==> config.mk <==
export PLATFORM = sky130hd
export DESIGN_NAME = ble_sensor_advert_decoder_core
export DESIGN_NICKNAME = d
export VERILOG_FILES = /design/src/rtl/bsad_pkg.sv /design/src/rtl/bsad_frame.sv /design/src/rtl/bsad_parse.sv /design/src/rtl/bsad_emit.sv /design/src/rtl/ble_sensor_advert_decoder_core.sv
export SDC_FILE = /design/constraint.sdc
export NUM_CORES = 1
export LEC_CHECK = 0
export BUFFER_PORTS_ARGS = -buffer_cell sky130_fd_sc_hd__buf_2
export CORE_MARGIN = 2
export CORE_UTILIZATION = 50
export DETAILED_ROUTE_END_ITERATION = 16
export GPL_TIMING_DRIVEN = 0
export PLACE_DENSITY = 0.67
export SYNTH_ARGS = -nofsm -noshare
export SYNTH_HDL_FRONTEND = slang
export SYNTH_SLANG_ARGS = --single-unit
==> constraint.sdc <==
create_clock -name clk_i -period 11.85 [get_ports clk_i]
set_input_delay 0.5925 -clock clk_i [delete_from_list [all_inputs] [get_ports clk_i]]
set_output_delay 0.5925 -clock clk_i [all_outputs]
set_load 0.01 [all_outputs]
==> src/rtl/bsad_pkg.sv <==
// shared types, codes and constants of the sensor advertisement decoder
`timescale 1ns / 1ps

package bsad_pkg;

  localparam int unsigned BSAD_STORE_DEPTH = 20;
  localparam int unsigned CountW = 8;
  localparam logic [CountW-1:0] COUNT_MAX = 8'hFF;

  // length limits, counting the final byte
  localparam logic [CountW-1:0] MIN_LEN            = 8'd9;
  localparam logic [CountW-1:0] SCALE_LONG_MIN_LEN = 8'd13;

  // byte positions of the typed record
  localparam int unsigned OFF_THERMO = 11;
  localparam int unsigned OFF_PLANT  = 12;
  localparam int unsigned OFF_TO_LEN = 2;
  localparam int unsigned OFF_TO_DATA = 3;

  // magic bytes
  localparam logic [7:0] MAGIC_THERMO    = 8'hAA;
  localparam logic [7:0] MAGIC_PLANT     = 8'h98;
  localparam logic [7:0] PRODUCT_THERMO  = 8'h01;
  localparam logic [7:0] PRODUCT_PLANT   = 8'h00;
  localparam logic [7:0] MAGIC_SCALE_0   = 8'hE3;
  localparam logic [7:0] MAGIC_SCALE_1   = 8'h07;
  localparam logic [7:0] MAGIC_SCALE_2   = 8'h08;
  localparam int unsigned FLAG_BIT       = 5;

  // typed record codes
  localparam logic [7:0] TYPE_TEMP_HUM     = 8'h0D;
  localparam logic [7:0] TYPE_BATTERY      = 8'h0A;
  localparam logic [7:0] TYPE_HUMIDITY     = 8'h06;
  localparam logic [7:0] TYPE_TEMPERATURE  = 8'h04;
  localparam logic [7:0] TYPE_CONDUCTIVITY = 8'h09;
  localparam logic [7:0] TYPE_ILLUMINANCE  = 8'h07;
  localparam logic [7:0] TYPE_MOISTURE     = 8'h08;

  // scale unit codes
  localparam logic [7:0] UNIT_SHORT_METRIC_A = 8'h22;
  localparam logic [7:0] UNIT_SHORT_METRIC_B = 8'hA2;
  localparam logic [7:0] UNIT_SHORT_POUND_B  = 8'hB2;
  localparam logic [7:0] UNIT_LONG_METRIC    = 8'h02;
  localparam logic [7:0] UNIT_POUND          = 8'h03;

  // weight scaling: metric raw*500, pound floor(raw*56699/125) via reciprocal
  localparam int unsigned WeightW = 25;
  localparam int unsigned RawW = 16;
  localparam logic [8:0] W_METRIC_MULT = 9'd500;
  localparam int unsigned W_LB_SHIFT = 23;
  localparam logic [31:0] W_LB_MULT =
    32'(((64'd56699 << W_LB_SHIFT) + 64'd124) / 64'd125);

  typedef enum logic [1:0] {
    UUID_FE95 = 2'd0,
    UUID_181D = 2'd1,
    UUID_181B = 2'd2,
    UUID_NONE = 2'd3
  } uuid_kind_e;

  typedef enum logic [1:0] {
    DEV_THERMO = 2'd0,
    DEV_PLANT  = 2'd1,
    DEV_SCALE  = 2'd2
  } device_kind_e;

  typedef enum logic [2:0] {
    RD_TEMP_HUM     = 3'd0,
    RD_BATTERY      = 3'd1,
    RD_HUMIDITY     = 3'd2,
    RD_TEMPERATURE  = 3'd3,
    RD_CONDUCTIVITY = 3'd4,
    RD_ILLUMINANCE  = 3'd5,
    RD_MOISTURE     = 3'd6,
    RD_WEIGHT       = 3'd7
  } reading_kind_e;

  typedef enum logic [1:0] {
    WU_NONE   = 2'd0,
    WU_METRIC = 2'd1,
    WU_POUND  = 2'd2
  } weight_unit_e;

  typedef struct packed {
    logic          ok;
    device_kind_e  device_kind;
    reading_kind_e reading_kind;
    logic [15:0]   temperature;
    logic [15:0]   humidity;
    logic [7:0]    battery;
    logic [15:0]   conductivity;
    logic [23:0]   illuminance;
    logic [7:0]    moisture;
    weight_unit_e  weight_unit;
    logic [RawW-1:0] weight_raw;
  } decode_t;

endpackage

==> src/rtl/bsad_frame.sv <==
// byte store, byte count and length overflow flag of the current packet
`timescale 1ns / 1ps

module bsad_frame
  import bsad_pkg::*;
#(
  parameter int unsigned STORE_DEPTH = BSAD_STORE_DEPTH
) (
  input  logic              clk_i,
  input  logic              rst_ni,
  input  logic              accept_i,
  input  logic [7:0]        data_byte_i,
  input  logic              byte_last_i,
  output logic [7:0]        view_o [STORE_DEPTH],
  output logic [CountW-1:0] pkt_len_o,
  output logic              len_bad_o
);

  localparam int unsigned IdxW = $clog2(STORE_DEPTH);

  logic [7:0]        store_q [STORE_DEPTH];
  logic [CountW-1:0] count_q, count_d;
  logic              ovf_q, ovf_d;

  always_comb begin
    count_d = count_q;
    ovf_d   = ovf_q;
    if (accept_i) begin
      if (byte_last_i) begin
        count_d = '0;
        ovf_d   = 1'b0;
      end else if (count_q == COUNT_MAX) begin
        ovf_d = 1'b1;
      end else begin
        count_d = count_q + 8'd1;
      end
    end
  end

  always_ff @(posedge clk_i or negedge rst_ni) begin
    if (!rst_ni) begin
      count_q <= '0;
      ovf_q   <= 1'b0;
    end else begin
      count_q <= count_d;
      ovf_q   <= ovf_d;
    end
  end

  always_ff @(posedge clk_i) begin
    if (accept_i && count_q < CountW'(STORE_DEPTH)) begin
      store_q[count_q[IdxW-1:0]] <= data_byte_i;
    end
  end

  // packet as seen with the incoming byte; bytes past the end read as zero
  for (genvar i = 0; i < STORE_DEPTH; i++) begin : g_view
    assign view_o[i] = (count_q == CountW'(i)) ? data_byte_i :
                       (count_q >  CountW'(i)) ? store_q[i]  : 8'h00;
  end

  assign pkt_len_o = count_q + 8'd1;
  assign len_bad_o = ovf_q || (count_q == COUNT_MAX);

endmodule

==> src/rtl/bsad_parse.sv <==
// packet match, length checks and field decode into the first pipeline register
`timescale 1ns / 1ps

module bsad_parse
  import bsad_pkg::*;
#(
  parameter int unsigned STORE_DEPTH = BSAD_STORE_DEPTH
) (
  input  logic              clk_i,
  input  logic              rst_ni,
  input  logic              take_i,
  input  logic              adv_i,
  input  logic [7:0]        view_i [STORE_DEPTH],
  input  logic [CountW-1:0] pkt_len_i,
  input  logic              len_bad_i,
  input  logic [1:0]        uuid_kind_i,
  output logic              free_o,
  output logic              s1_valid_o,
  output decode_t           s1_o
);

  logic          s1_valid_q, s1_valid_d;
  decode_t       s1_q, dec;

  logic          flag20, thermo, plant, scale_fwd, scale_bfs, short_form;
  logic [7:0]    tlv_type, tlv_len, b0, b1, b2, b3, unit;
  logic [8:0]    tlv_end;
  logic          known;
  logic [7:0]    exp_len;
  reading_kind_e rk;
  weight_unit_e  wu;
  logic [RawW-1:0] raw;

  assign flag20    = view_i[1][FLAG_BIT];
  assign thermo    = flag20 && view_i[2] == MAGIC_THERMO && view_i[3] == PRODUCT_THERMO;
  assign plant     = flag20 && view_i[2] == MAGIC_PLANT && view_i[3] == PRODUCT_PLANT;
  assign scale_fwd = view_i[3] == MAGIC_SCALE_0 && view_i[4] == MAGIC_SCALE_1 &&
                     view_i[5] == MAGIC_SCALE_2;
  assign scale_bfs = view_i[2] == MAGIC_SCALE_0 && view_i[3] == MAGIC_SCALE_1 &&
                     view_i[4] == MAGIC_SCALE_2;

  // record layout differs by one byte between the two sensor kinds
  assign tlv_type = thermo ? view_i[OFF_THERMO] : view_i[OFF_PLANT];
  assign tlv_len  = thermo ? view_i[OFF_THERMO + OFF_TO_LEN] : view_i[OFF_PLANT + OFF_TO_LEN];
  assign b0 = thermo ? view_i[OFF_THERMO + OFF_TO_DATA]     : view_i[OFF_PLANT + OFF_TO_DATA];
  assign b1 = thermo ? view_i[OFF_THERMO + OFF_TO_DATA + 1] : view_i[OFF_PLANT + OFF_TO_DATA + 1];
  assign b2 = thermo ? view_i[OFF_THERMO + OFF_TO_DATA + 2] : view_i[OFF_PLANT + OFF_TO_DATA + 2];
  assign b3 = thermo ? view_i[OFF_THERMO + OFF_TO_DATA + 3] : view_i[OFF_PLANT + OFF_TO_DATA + 3];
  assign tlv_end = {1'b0, tlv_len} +
                   (thermo ? 9'(OFF_THERMO + OFF_TO_DATA) : 9'(OFF_PLANT + OFF_TO_DATA));

  always_comb begin
    known   = 1'b1;
    exp_len = 8'd1;
    rk      = RD_BATTERY;
    case (tlv_type)
      TYPE_TEMP_HUM: begin
        exp_len = 8'd4;
        rk      = RD_TEMP_HUM;
      end
      TYPE_BATTERY: begin
        exp_len = 8'd1;
        rk      = RD_BATTERY;
      end
      TYPE_HUMIDITY: begin
        exp_len = 8'd2;
        rk      = RD_HUMIDITY;
      end
      TYPE_TEMPERATURE: begin
        exp_len = 8'd2;
        rk      = RD_TEMPERATURE;
      end
      TYPE_CONDUCTIVITY: begin
        exp_len = 8'd2;
        rk      = RD_CONDUCTIVITY;
      end
      TYPE_ILLUMINANCE: begin
        exp_len = 8'd3;
        rk      = RD_ILLUMINANCE;
      end
      TYPE_MOISTURE: begin
        exp_len = 8'd1;
        rk      = RD_MOISTURE;
      end
      default: begin
        known = 1'b0;
      end
    endcase
  end

  // scale short form sits at the front, long form carries the weight at 11..12
  assign short_form = (uuid_kind_i == UUID_181B) && !scale_bfs;
  assign unit       = view_i[0];
  assign raw        = short_form ? {view_i[2], view_i[1]} : {view_i[12], view_i[11]};

  always_comb begin
    wu = WU_NONE;
    if (short_form) begin
      if (unit inside {UNIT_SHORT_METRIC_A, UNIT_SHORT_METRIC_B}) begin
        wu = WU_METRIC;
      end else if (unit inside {UNIT_POUND, UNIT_SHORT_POUND_B}) begin
        wu = WU_POUND;
      end
    end else begin
      if (unit == UNIT_LONG_METRIC) begin
        wu = WU_METRIC;
      end else if (unit == UNIT_POUND) begin
        wu = WU_POUND;
      end
    end
  end

  always_comb begin
    dec = '0;
    if (!len_bad_i && uuid_kind_i != UUID_NONE && pkt_len_i >= MIN_LEN) begin
      if (thermo || plant) begin
        if (tlv_end == {1'b0, pkt_len_i} && known && tlv_len == exp_len) begin
          dec.ok           = 1'b1;
          dec.device_kind  = thermo ? DEV_THERMO : DEV_PLANT;
          dec.reading_kind = rk;
          case (rk)
            RD_TEMP_HUM: begin
              dec.temperature = {b1, b0};
              dec.humidity    = {b3, b2};
            end
            RD_BATTERY:      dec.battery      = b0;
            RD_HUMIDITY:     dec.humidity     = {b1, b0};
            RD_TEMPERATURE:  dec.temperature  = {b1, b0};
            RD_CONDUCTIVITY: dec.conductivity = {b1, b0};
            RD_ILLUMINANCE:  dec.illuminance  = {b2, b1, b0};
            RD_MOISTURE:     dec.moisture     = b0;
            default: ;
          endcase
        end
      end else if (scale_fwd || scale_bfs) begin
        if ((short_form || pkt_len_i >= SCALE_LONG_MIN_LEN) && wu != WU_NONE) begin
          dec.ok           = 1'b1;
          dec.device_kind  = DEV_SCALE;
          dec.reading_kind = RD_WEIGHT;
          dec.weight_unit  = wu;
          dec.weight_raw   = raw;
        end
      end
    end
  end

  assign free_o = !s1_valid_q || adv_i;

  always_comb begin
    s1_valid_d = s1_valid_q;
    if (free_o) begin
      s1_valid_d = take_i;
    end
  end

  always_ff @(posedge clk_i or negedge rst_ni) begin
    if (!rst_ni) begin
      s1_valid_q <= 1'b0;
    end else begin
      s1_valid_q <= s1_valid_d;
    end
  end

  always_ff @(posedge clk_i) begin
    if (take_i && free_o) begin
      s1_q <= dec;
    end
  end

  assign s1_valid_o = s1_valid_q;
  assign s1_o       = s1_q;

endmodule

==> src/rtl/bsad_emit.sv <==
// weight scaling and the result register
`timescale 1ns / 1ps

module bsad_emit
  import bsad_pkg::*;
(
  input  logic               clk_i,
  input  logic               rst_ni,
  input  logic               s1_valid_i,
  input  decode_t            s1_i,
  input  logic               out_stall_i,
  output logic               adv_o,
  output logic               out_valid_o,
  output logic               packet_ok_o,
  output logic [1:0]         device_kind_o,
  output logic [2:0]         reading_kind_o,
  output logic signed [15:0] temperature_tenths_o,
  output logic signed [15:0] humidity_tenths_o,
  output logic [7:0]         battery_percent_o,
  output logic [15:0]        conductivity_us_o,
  output logic [23:0]        illuminance_lux_o,
  output logic [7:0]         moisture_percent_o,
  output logic [WeightW-1:0] weight_centigrams_o
);

  logic               out_valid_q, out_valid_d;
  decode_t            res_q;
  logic [WeightW-1:0] weight_q, weight_d;
  logic [WeightW-1:0] metric_w;
  logic [47:0]        lb_prod;

  assign metric_w = WeightW'(s1_i.weight_raw) * WeightW'(W_METRIC_MULT);
  // reciprocal of 125 folded into the pound factor, exact for 16-bit raw values
  assign lb_prod  = 48'(s1_i.weight_raw) * 48'(W_LB_MULT);

  always_comb begin
    case (s1_i.weight_unit)
      WU_METRIC: weight_d = metric_w;
      WU_POUND:  weight_d = WeightW'(lb_prod >> W_LB_SHIFT);
      default:   weight_d = '0;
    endcase
  end

  assign adv_o = !out_valid_q || !out_stall_i;

  always_comb begin
    out_valid_d = out_valid_q;
    if (adv_o) begin
      out_valid_d = s1_valid_i;
    end
  end

  always_ff @(posedge clk_i or negedge rst_ni) begin
    if (!rst_ni) begin
      out_valid_q <= 1'b0;
    end else begin
      out_valid_q <= out_valid_d;
    end
  end

  always_ff @(posedge clk_i) begin
    if (adv_o && s1_valid_i) begin
      res_q    <= s1_i;
      weight_q <= weight_d;
    end
  end

  assign out_valid_o          = out_valid_q;
  assign packet_ok_o          = res_q.ok;
  assign device_kind_o        = res_q.device_kind;
  assign reading_kind_o       = res_q.reading_kind;
  assign temperature_tenths_o = res_q.temperature;
  assign humidity_tenths_o    = res_q.humidity;
  assign battery_percent_o    = res_q.battery;
  assign conductivity_us_o    = res_q.conductivity;
  assign illuminance_lux_o    = res_q.illuminance;
  assign moisture_percent_o   = res_q.moisture;
  assign weight_centigrams_o  = weight_q;

endmodule

==> src/rtl/ble_sensor_advert_decoder_core.sv <==
// top level of the sensor advertisement service-data decoder
//
//   channel | direction | handshake             | payload
//   in      | input     | in_valid_i/in_stall_o | data_byte_i, byte_last_i, uuid_kind_i
//   out     | output    | out_valid_o/out_stall_i | packet_ok_o .. weight_centigrams_o
//
// one byte is taken every cycle while in_stall_o is low; a packet's result is registered after its last byte
// the path is decode register, then weight multiply into the result register
// reset clears the byte count, the overflow flag and both valid flags; the store is not cleared
// a stalled result holds; the decode register fills behind it, then in_stall_o rises
`timescale 1ns / 1ps

module ble_sensor_advert_decoder_core
  import bsad_pkg::*;
#(
  parameter int unsigned STORE_DEPTH = BSAD_STORE_DEPTH
) (
  input  logic               clk_i,
  input  logic               rst_ni,
  input  logic               in_valid_i,
  output logic               in_stall_o,
  input  logic [7:0]         data_byte_i,
  input  logic               byte_last_i,
  input  logic [1:0]         uuid_kind_i,
  output logic               out_valid_o,
  input  logic               out_stall_i,
  output logic               packet_ok_o,
  output logic [1:0]         device_kind_o,
  output logic [2:0]         reading_kind_o,
  output logic signed [15:0] temperature_tenths_o,
  output logic signed [15:0] humidity_tenths_o,
  output logic [7:0]         battery_percent_o,
  output logic [15:0]        conductivity_us_o,
  output logic [23:0]        illuminance_lux_o,
  output logic [7:0]         moisture_percent_o,
  output logic [WeightW-1:0] weight_centigrams_o
);

  logic              accept, free, adv, s1_valid, len_bad;
  logic [7:0]        view [STORE_DEPTH];
  logic [CountW-1:0] pkt_len;
  decode_t           s1;

  assign in_stall_o = !free;
  assign accept     = in_valid_i && free;

  bsad_frame #(
    .STORE_DEPTH (STORE_DEPTH)
  ) u_frame (
    .clk_i       (clk_i),
    .rst_ni      (rst_ni),
    .accept_i    (accept),
    .data_byte_i (data_byte_i),
    .byte_last_i (byte_last_i),
    .view_o      (view),
    .pkt_len_o   (pkt_len),
    .len_bad_o   (len_bad)
  );

  bsad_parse #(
    .STORE_DEPTH (STORE_DEPTH)
  ) u_parse (
    .clk_i       (clk_i),
    .rst_ni      (rst_ni),
    .take_i      (accept && byte_last_i),
    .adv_i       (adv),
    .view_i      (view),
    .pkt_len_i   (pkt_len),
    .len_bad_i   (len_bad),
    .uuid_kind_i (uuid_kind_i),
    .free_o      (free),
    .s1_valid_o  (s1_valid),
    .s1_o        (s1)
  );

  bsad_emit u_emit (
    .clk_i                (clk_i),
    .rst_ni               (rst_ni),
    .s1_valid_i           (s1_valid),
    .s1_i                 (s1),
    .out_stall_i          (out_stall_i),
    .adv_o                (adv),
    .out_valid_o          (out_valid_o),
    .packet_ok_o          (packet_ok_o),
    .device_kind_o        (device_kind_o),
    .reading_kind_o       (reading_kind_o),
    .temperature_tenths_o (temperature_tenths_o),
    .humidity_tenths_o    (humidity_tenths_o),
    .battery_percent_o    (battery_percent_o),
    .conductivity_us_o    (conductivity_us_o),
    .illuminance_lux_o    (illuminance_lux_o),
    .moisture_percent_o   (moisture_percent_o),
    .weight_centigrams_o  (weight_centigrams_o)
  );

endmodule

==> out/qor.txt <==
Post-synth top cells: edfxtp_1 (343), inv_1 (320), ha_1 (231)
flops & latches, synth: 354
clock transition at the registers of the reported paths: 0.06 ns
routability cong.: 0.9733
post-synth top area share: 41.67%
share of cells above drive strength 1: 9.801%
hold_ws: 0.3072 ns
routed len/inst: 23.02 µm
Max transition margin: 20.19%
Max clock buf depth: 3
Arr. time, crit path: 9.79 ns
hold crit path type: primary input to flop
total power: 4.734 mW
reg2reg setup slack: 2.47 ns
mux cell area share after synthesis: 1.458%
worst slew pin tran: 1.188 ns
Nets: 2732
Top delay family on crit path: simple AND/OR/NAND/NOR gates
min cycle time layout: 9.381 ns
Die Height: 226.3 µm
top_reg_cell synth: edfxtp_1
Synth Area per Inst: 11.79 µm²
Cell Pwr Density: 171.5 nW/µm²
Clock Power Share: 25.1%
# clock sinks: 354
crit path capture: u_parse.s1_o[64]$_SDFFCE_PN0P_
gr usage total: 27.24%
cell taking the most area after synthesis: edfxtp_1
vias in the first global route: 17300
Crit Path Class: flop to flop
crit path launch: u_frame.count_q[0]$_DFFE_PN0P_
worst skew pair latency: 0.59 ns
synth unique cells: 74
RR Startpoint: u_frame.count_q[0]$_DFFE_PN0P_
H-tree depth: 2
Worst Path Max Fanout: 10
CTS tree: built
Core Area: 48850 µm²
Ys Warns: 0
adder-cell share of the synthesized area: 28.54%
Area Overhead vs Synth: 11.66%
antenna violations before repair: 1
count of input and output buffers: 135
pin count of the biggest net entering global routing: 62
DRT iter0 DRCs: 1563
Critical Path RT: 12.26 ns
Placed Area: 26350 µm²
RSZ-0062 raised after global routing: no
CP max stage cell: a2111oi_4
Logic pwr share: 43.7%
slowest cell delay on critical path: 0.71 ns
Starting Density: 50.60%
Max VDD drop: 0.1192 mV
max frequency: 0.1066 GHz
DRC: 0
max_cap viols: 0
final wirelength: 68.39 mm
Antenna Nets Post-Route: 0
period utilization: 79.16%
fillcell total: 4203
HPWL after detailed placement: 52.02 mm
Setup-failing EPs final: 0
Sw Share: 37.32%
ranking of synthesized cells by area: edfxtp_1 (42%), fa_1 (17%), ha_1 (12%)
Stages on worst setup path: 23
Flop pwr share: 31.2%
vias per inst: 5.733
largest family of logic cells by synthesized area: adder cells
Post-Synth Simple-Gate Area: 8.899%
final core area utilization: 56.50%
FFs w/ async S/R, synth: 3.107%
Max Transition Viols Final: 0
Std-Cell Rows: 81
skew final: 0.04598 ns
Syn Inst Count: 2096
Die Footprint: 51230 µm²
Mapped Area: 24720 µm²
drt pass-1 iters: 5
r2r worst-path depth: 23
outcome: complete, no violations
post_cts resized: 0
Reg-to-Reg End: u_parse.s1_o[64]$_SDFFCE_PN0P_
global route overflow: 0
syn nets: 2550
CP Capture Type: flop
buffer and inverter count on the worst path: 8
Leak Pwr: 11.67 nW
Setup Buffers After CTS: 0
Sw Pwr: 1.766 mW
complex-gate fraction of the synthesized area: 10.00%
worst setup margin: 2.469 ns
crit path launch type: flop
Root Driver: clkbuf_16
pre-CTS setup slack: 2.605 ns
final instance area: 27600 µm²
die width: 226.3 µm
CP most frequent cell: clkbuf_1
most common cell in the synthesized netlist: edfxtp_1
Num CTS Buffers: 39
Via Count: 17030
Synth Area in XOR/XNOR: 2.288%
CP cell instances: buf_1, clkbuf_1, inv_1, ha_1, or3b_2, a2111oi_0, a21oi_1, nor4_1, nand3_1, clkbuf_1, clkbuf_1, buf_1, clkbuf_1, nand2_1, ha_1, xnor2_1, or4b_2, nor4_1, o2111ai_1, a2111oi_4, nand4_2, clkbuf_1, nor2_1
first-pass GRT wire length: 103.6 mm
I/O pin total: 136
number of enable flip-flop cells after synthesis: 343
Final Hold Vio Count: 0
Int Power: 2.967 mW
sequential element share of the synthesized area: 42.78%
power groups by stage:
stage          sequential (mW)  combinational [mW]  clock, mW
2_1_floorplan             1.52                1.50          0
3_3_place_gp              1.52                1.98          0
3_5_place_dp              1.50                2.05          0
4_1_cts                   1.48                2.07       1.21
5_1_grt                   1.48                2.33       1.26
6_report                  1.48                2.07       1.19
worst min-delay path by stage:
stage / startpoint / endpoint / slack (ns) / cells past startpoint
global route: out_stall_i / u_emit.out_valid_o$_DFFE_PN0P_ / 0.31 / 2
floorplan: rst_ni / u_emit.out_valid_o$_DFFE_PN0P_ / 0.30 / 0
global placement: u_parse.s1_o[90]$_SDFFCE_PN0P_ / u_emit.temperature_tenths_o[0]$_DFFE_PP_ / 0.40 / 0
detailed placement: u_parse.s1_o[72]$_SDFFCE_PN0P_ / u_emit.battery_percent_o[6]$_DFFE_PP_ / 0.40 / 0
finish: out_stall_i / u_emit.out_valid_o$_DFFE_PN0P_ / 0.31 / 2
CTS: out_stall_i / u_emit.out_valid_o$_DFFE_PN0P_ / 0.29 / 2
cells by family after synthesis:
group	count (synthesis)
DFF	354
and+or+nand+nor	451
muxes	35
buffers and inverters	396
xor gates and xnor gates	63
adders and majority gates	439
AOI/OAI and AO/OA	358
timing repair:
action	in CTS	in global routing
setup endpoints to repair	0	0
endpoints found under the hold margin	11	0
hold buffers	1	0
cells in the final DEF (no fill, tap or decap), drive strengths merged, types with 11 or more instances in the layout:
master	instances
edfxtp	343
inv	325
ha	231
fa	208
nor2	154
buf	151
clkbuf	113
nand2	107
o21ai	79
a21oi	49
nor3	34
xnor2	33
a22o	30
mux2i	30
xor2	29
a22oi	28
nand3	23
a221oi	22
o22ai	20
a211oi	20
and2	19
and3	17
a21o	16
nand4	16
o21a	15
o31ai	14
nor2b	13
nand2b	11
dfrtp	11
clkinv	11
flip-flops by register name (all words and copies together) (netlist names), 2 cells and up:
| register | count |
|---|---|
| u_emit.temperature_tenths_o | 16 |
| u_emit.humidity_tenths_o | 16 |
| u_frame.store_q | 112 |
| u_emit.conductivity_us_o | 16 |
| u_emit.illuminance_lux_o | 24 |
| u_frame.count_q | 8 |
| u_emit.device_kind_o | 2 |
| u_emit.weight_centigrams_o | 25 |
| u_emit.moisture_percent_o | 8 |
| u_parse.s1_o | 112 |
| u_emit.reading_kind_o | 3 |
| u_emit.battery_percent_o | 8 |
metrics by stage:
stage	cells	TNS [ns]
after global placement	2895	-334.21
after detailed placement	2900	0
after floorplan	2096	0
after global routing	2970	0
final	2971	0
after CTS	2970	0
layer usage:
metal	vias up	global-route usage (%)	wire length (µm)	part of all wire (%)
met2	649	42.90	31130	46
li1	7712	-	-	-
met4	0	7.725	2001	2.9
met5	-	0	0	0
met3	122	4.458	5084	7.4
met1	8551	39.16	30170	44
cell type report:
cell class,instances,area (µm²),share of cell area (%)
Timing Repair Buffer,141,793.3,2.874
Clock inverter,21,230.2,0.8341
Sequential cell,354,10580,38.31
Inverter,320,1201,4.352
Antenna cell,1,2.502,0.009066
Multi-Input combinational cell,1346,12670,45.90
Tap cell,664,830.8,3.010
Clock buffer,48,1010,3.658
Buffer,76,290.3,1.052
worst reg2reg max path, cell delays in order (launching register included):
cell,delay [ns]
dfrtp_1,0.51
buf_1,0.37
clkbuf_1,0.48
inv_1,0.29
ha_1,0.32
or3b_2,0.47
a2111oi_0,0.48
a21oi_1,0.13
nor4_1,0.66
nand3_1,0.46
clkbuf_1,0.38
clkbuf_1,0.32
buf_1,0.34
clkbuf_1,0.34
nand2_1,0.15
ha_1,0.32
xnor2_1,0.16
or4b_2,0.69
nor4_1,0.35
o2111ai_1,0.24
a2111oi_4,0.71
nand4_2,0.53
clkbuf_1,0.37
nor2_1,0.17
Note: power is estimated with default switching activity, not from simulation.
